[src/admm_eu_pkg.sv]
`default_nettype none
// ============================================================================
// admm_eu_pkg
// Shared types and constants of the ADMM element-wise update block: opcodes,
// configuration register indexes, relaxation format and multiplier layout.
// ============================================================================
package admm_eu_pkg;

    // Item opcodes
    typedef enum logic [1:0] {
        OP_PRIMAL_RHS,
        OP_CONSTRAINT_RHS,
        OP_PRIMAL_UPDATE,
        OP_CONSTRAINT_UPDATE
    } opcode_t;

    // Configuration register indexes
    localparam int CFG_INDEX_WIDTH = 1;
    localparam int CFG_DATA_WIDTH  = 33;

    typedef enum logic [CFG_INDEX_WIDTH-1:0] {
        REG_RELAXATION_FACTOR,
        REG_PRIMAL_REGULARIZATION
    } cfg_reg_t;

    // Relaxation factor alpha: unsigned, 24 fraction bits
    localparam int ALPHA_WIDTH = 25;
    localparam int ALPHA_FRAC  = 24;
    localparam logic [ALPHA_WIDTH-1:0] ALPHA_ONE   = ALPHA_WIDTH'(1) << ALPHA_FRAC;
    localparam logic [ALPHA_WIDTH-1:0] ALPHA_RESET = 25'd26843546;

    // Regularization weight sigma
    localparam int SIGMA_WIDTH = 33;
    localparam logic [SIGMA_WIDTH-1:0] SIGMA_RESET = 33'd17;

    // Multiplier: limb size of the partial products and stage count
    localparam int LIMB_WIDTH  = 32;
    localparam int MUL_LATENCY = 5;

endpackage : admm_eu_pkg
`default_nettype wire

[src/admm_eu_mul.sv]
`default_nettype none
// ============================================================================
// admm_eu_mul
// Pipelined sign-magnitude fixed-point multiplier. Splits the operands into
// 32-bit limbs, sums the partial products, rounds half away from zero,
// saturates to the signed value range and applies the sign. Five stages.
// ============================================================================
module admm_eu_mul #(
    parameter int A_WIDTH     = 25,
    parameter int B_WIDTH     = 48,
    parameter int SHIFT       = 24,
    parameter int VALUE_WIDTH = 48
) (
    input  wire logic                          clk,
    input  wire logic                          en,
    input  wire logic [A_WIDTH-1:0]            a_mag,
    input  wire logic [B_WIDTH-1:0]            b_mag,
    input  wire logic                          neg,
    output logic signed [VALUE_WIDTH-1:0]      product
);
    import admm_eu_pkg::*;

    localparam int NA = (A_WIDTH + LIMB_WIDTH - 1) / LIMB_WIDTH;
    localparam int NB = (B_WIDTH + LIMB_WIDTH - 1) / LIMB_WIDTH;
    localparam int PW = A_WIDTH + B_WIDTH;
    localparam int EW = (NA + NB) * LIMB_WIDTH;
    localparam int MW = PW + 1 - SHIFT;
    localparam int CW = (MW > VALUE_WIDTH) ? MW : VALUE_WIDTH;
    localparam logic [PW:0] HALF = (PW + 1)'(1) << (SHIFT - 1);
    localparam logic [CW-1:0] POS_LIMIT = (CW'(1) << (VALUE_WIDTH - 1)) - CW'(1);
    localparam logic [CW-1:0] NEG_LIMIT = CW'(1) << (VALUE_WIDTH - 1);

    logic [NA*LIMB_WIDTH-1:0]   a_pad;
    logic [NB*LIMB_WIDTH-1:0]   b_pad;
    logic [2*LIMB_WIDTH-1:0]    pp_next [NA*NB];
    logic [2*LIMB_WIDTH-1:0]    pp_reg  [NA*NB];
    logic [PW-1:0]              sum_next;
    logic [PW-1:0]              sum_reg;
    logic [MW-1:0]              mag_next;
    logic [MW-1:0]              mag_reg;
    logic [VALUE_WIDTH-1:0]     sat_next;
    logic [VALUE_WIDTH-1:0]     sat_reg;
    logic [VALUE_WIDTH-1:0]     product_next;
    logic [VALUE_WIDTH-1:0]     product_reg;
    logic                       neg_pp_reg;
    logic                       neg_sum_reg;
    logic                       neg_mag_reg;
    logic                       neg_sat_reg;

    // Form limb partial products
    assign a_pad = (NA*LIMB_WIDTH)'(a_mag);
    assign b_pad = (NB*LIMB_WIDTH)'(b_mag);

    always_comb
    begin
        for (int i = 0; i < NA; i++)
        begin
            for (int j = 0; j < NB; j++)
            begin
                pp_next[i*NB+j] = a_pad[i*LIMB_WIDTH +: LIMB_WIDTH]
                                * b_pad[j*LIMB_WIDTH +: LIMB_WIDTH];
            end
        end
    end

    // Sum the partial products at their limb offsets
    always_comb
    begin
        logic [EW-1:0] acc;
        acc = '0;
        for (int i = 0; i < NA; i++)
        begin
            for (int j = 0; j < NB; j++)
            begin
                acc = acc + (EW'(pp_reg[i*NB+j]) << (LIMB_WIDTH * (i + j)));
            end
        end
        sum_next = acc[PW-1:0];
    end

    // Round half away from zero and drop the fraction bits
    always_comb
    begin
        logic [PW:0] rnd;
        rnd = (PW + 1)'(sum_reg) + HALF;
        mag_next = rnd[PW:SHIFT];
    end

    // Clamp the magnitude to the range of the signed result
    always_comb
    begin
        logic [CW-1:0] mag_ext;
        logic [CW-1:0] limit;
        mag_ext = CW'(mag_reg);
        limit   = neg_mag_reg ? NEG_LIMIT : POS_LIMIT;
        sat_next = (mag_ext > limit) ? limit[VALUE_WIDTH-1:0] : mag_ext[VALUE_WIDTH-1:0];
    end

    // Apply the sign
    assign product_next = neg_sat_reg ? ((~sat_reg) + VALUE_WIDTH'(1)) : sat_reg;

    always_ff @(posedge clk)
    begin
        if (en)
        begin
            pp_reg      <= pp_next;
            neg_pp_reg  <= neg;
            sum_reg     <= sum_next;
            neg_sum_reg <= neg_pp_reg;
            mag_reg     <= mag_next;
            neg_mag_reg <= neg_sum_reg;
            sat_reg     <= sat_next;
            neg_sat_reg <= neg_mag_reg;
            product_reg <= product_next;
        end
    end

    assign product = signed'(product_reg);

endmodule : admm_eu_mul
`default_nettype wire

[config.mk]
export PLATFORM = sky130hd
export DESIGN_NAME = admm_eu_mul
export DESIGN_NICKNAME = d
export VERILOG_FILES = /design/src/admm_eu_pkg.sv /design/src/admm_eu_mul.sv
export SDC_FILE = /design/constraint.sdc
export NUM_CORES = 2
export LEC_CHECK = 0
export BUFFER_PORTS_ARGS = -buffer_cell sky130_fd_sc_hd__buf_4
export CORE_ASPECT_RATIO = 1.25
export CORE_MARGIN = 2
export CORE_UTILIZATION = 40
export CTS_CLUSTER_DIAMETER = 150
export CTS_CLUSTER_SIZE = 24
export DETAILED_ROUTE_END_ITERATION = 16
export GPL_TIMING_DRIVEN = 0
export PLACE_DENSITY = 0.63
export SLEW_MARGIN = 5
export SYNTH_ARGS = -nofsm -noshare
export SYNTH_HDL_FRONTEND = slang
export SYNTH_SLANG_ARGS = --single-unit
[constraint.sdc]
create_clock -name clk -period 9.3 [get_ports clk]
set_input_delay 0.93 -clock clk [delete_from_list [all_inputs] [get_ports clk]]
set_output_delay 0.93 -clock clk [all_outputs]
set_load 0.1 [all_outputs]
==> run_results.csv <==
group,metric,value,unit
clock_network,cts_setup_buffers,0,
global_routing,grt_pass1_vias,40000,
logic_synthesis,ys_types,64,
die,die_h,406,µm
logic_synthesis,netlist_area,51600,µm²
sta,rsz0062_at_grt,"false",
run,cap_violations,0,
placement,pre_cts_slack,-2.13,ns
critical_path,worstSetupStartpointType,"primary input",
final_layout,fin_nets,6911,
final_layout,largest_reg_flops,75,
logic_synthesis,synth_edf_count,275,
placement,routabilityCongestion,0.988,
critical_path,cp-end-kind,"register",
critical_path,r2r_slack,3.94,ns
logic_synthesis,synth_area_leader_cell,"fa_1",
detailed_routing,topRoutingLayerUsed,"met5",
die,floorplan.initialDensity,40.3,%
logic_synthesis,synthSimpleGateAreaFrac,16.0,%
sta,hold_violations,0,
logic_synthesis,synth_area_per_cell,9.67,µm²
die,io_pins,124,
placement,dp_hpwl,134000,µm
global_routing,antenna_found_initial,25,
sta,worst_pin_slew,1.42,ns
logic_synthesis,async_flop_share,0,%
hold_path,hp-class,"reg -> reg",
critical_path,arrival,9.44,ns
detailed_routing,drt-vias-per-instance,5.32,
logic_synthesis,synth_fp_nets,6798,
detailed_routing,drc,0,
clock_network,numCtsBuffers,15,
final_layout,area_growth,6.73,%
clock_network,clock-root-buffer,"clkbuf_16",
logic_synthesis,synth_top_area_share,39.1,%
critical_path,worstReg2RegEnd,"sat_reg[42]",
sta,post-route-min-period,9.24,ns
logic_synthesis,yosysWarnings,0,
global_routing,grt_pass1_wl,247000,µm
placement,io_buffers,94,
logic_synthesis,synth_compound_area_share,5.49,%
critical_path,critPathCapture,"pp_reg[118]",
sta,relSlewSlack,5.45,%
logic_synthesis,ys_seq_area_share,16.0,%
die,core-area,128000,µm²
logic_synthesis,synthAdderAreaFrac,48.2,%
sta,final.setup.worst_slack,0.0644,ns
clock_network,worst_skew_pair.late_latency,0.49,ns
critical_path,worst_ep_required_time,9.51,ns
die,dieWidth,325,µm
detailed_routing,antenna_left,0,
logic_synthesis,yosys-top-cells-area,"fa_1 (39%), edfxtp_1 (16%), ha_1 (9.1%)",
detailed_routing,wl_met2,77200,µm
sta,period_share,99.3,%
clock_network,cts_sinks,275,
logic_synthesis,synth_top_family_by_area,"adder cells",
sta,setup_violations,0,
global_routing,grt-ovfl-total,0,
clock_network,tritoncts,"done",
die,rows,147,
sta,skew,0.0113,ns
clock_network,cts_max_path_buffers,3,
critical_path,r2r_cells,15,
detailed_routing,drt_wl_total,165000,µm
logic_synthesis,ys.flop_type,"edfxtp_1",
global_routing,grt_use_total,25.2,%
detailed_routing,route.vias.total,38200,
clock_network,cts_hold_buf,0,
logic_synthesis,synth_xor_area_share,3.29,%
critical_path,critPathLaunch,"a_mag[6]",
clock_network,ctsResizeCount,40,
detailed_routing,drtIter0Drc,3145,
detailed_routing,wl_met1,60500,µm
detailed_routing,wl_met3,15300,µm
die,die_area,132000,µm²
detailed_routing,first_pass_iters,6,
logic_synthesis,muxShareOfSynthArea,1.16,%
clock_network,clkTransAtPathRegs,0.09,ns
critical_path,timing.rr.start,"neg_mag_reg",
final_layout,layout-drive-gt1-share,4.24,%
critical_path,crit_type,"in -> reg",
critical_path,crit_fanout,10,
global_routing,grt_max_degree,132,
sta,slew_violations,0,
logic_synthesis,synth_cells,5338,
sta,clock.fmax,108,MHz
clock_network,htreeDepth,1,
detailed_routing,wl_per_cell,23.0,µm
run_status,status,"finished clean",
logic_synthesis,ys_ff_latch,275,
-- per-layer routing --
metal	track usage, %	vias to the layer above
li1	-	16600
met1	30.1	19200
met2	42.3	1918
met3	4.99	503
met4	14.6	10
met5	0	-
-- worst max-delay path, cell delays in order --
cell,delay [ns]
clkbuf_1,0.93
nand2_1,0.21
fa_1,0.55
inv_1,0.05
fa_1,0.54
inv_1,0.08
fa_1,0.47
fa_1,0.55
inv_1,0.06
fa_1,0.48
fa_1,0.49
inv_1,0.05
fa_1,0.48
inv_1,0.04
ha_1,0.26
clkbuf_1,0.29
nand4_1,0.20
nor3_2,0.36
nand3_1,0.14
o32a_1,0.41
a21boi_0,0.39
nor3_1,0.18
o31ai_4,0.46
a31oi_1,0.22
o311ai_2,0.59
-- layout by cell type (no fill, tap or decap), drive strengths merged, types with 13 or more instances in the layout --
master	n
fa	1007
edfxtp	275
mux2	48
nor3b	14
diode	18
nand2	727
nor3	30
a21o	96
and3	29
nand3	53
buf	100
o21bai	17
clkbuf	288
xnor2	141
xor2	53
a21oi	114
or4	14
ha	377
nor2b	13
nand4	46
o21a	17
nor2	75
o31ai	18
inv	1080
o21ai	88
and2	584
-- Yosys cell counts (all sizes together), types with 10 or more instances --
| cell | number |
|---|---|
| clkbuf | 275 |
| nand4 | 46 |
| nor2b | 13 |
| and4 | 10 |
| or4 | 14 |
| nor3b | 14 |
| ha | 377 |
| xor2 | 53 |
| o31ai | 18 |
| edfxtp | 275 |
| a21o | 96 |
| a21oi | 114 |
| inv | 1080 |
| nor2 | 75 |
| and3 | 29 |
| and2 | 584 |
| o21ai | 88 |
| nand2 | 727 |
| o21a | 17 |
| o21bai | 17 |
| mux2 | 48 |
| nand3 | 53 |
| nor3 | 30 |
| xnor2 | 141 |
| fa | 1007 |
-- layout make-up --
class	count	area [µm²]
timing repair buffer	97	796
clock buffer	15	375
sequential	275	8260
clock inverter	1	16.3
tap	1713	2140
antenna	18	45.0
fill	12500	73100
inverter	1080	4050
multi-input combinational	3705	38300
buffer	277	1110
-- logic make-up after synthesis --
kind of cell / after synthesis
AO/OA/AOI/OAI: 434
XOR/XNOR: 194
adder cells (fa/ha/maj): 1384
buffers and inverters: 1358
flip-flops: 275
multiplexers: 54
AND/OR/NAND/NOR: 1639
-- how the worst min path moves through the flow --
stage,startpoint,endpoint,slack (ns),cells past startpoint
after floorplan,neg_sum_reg,neg_mag_reg,0.40,0
after global placement,pp_reg[95],sum_reg[31],0.40,0
after detailed placement,neg_pp_reg,neg_sum_reg,0.41,0
after CTS,neg_pp_reg,neg_sum_reg,0.43,0
after global routing,pp_reg[94],sum_reg[30],0.43,0
final,pp_reg[92],sum_reg[28],0.43,0
-- stage by stage --
stage	setup TNS (ns)	instances	util, %	instance area [µm²]	hold WS (ns)
6_report	0	7181	43.0	55100	0.429
5_1_grt	0	7168	42.9	55100	0.431
4_1_cts	0	7164	42.9	55000	0.427
3_5_place_dp	-13.88	7148	42.6	54600	0.406
3_3_place_gp	-13.31	7145	42.5	54500	0.402
2_1_floorplan	0	5338	-	51600	0.400
Power is left out: the tool's default activity adds up to more than one toggle a clock period on the data nets, which glitch-free logic cannot reach.
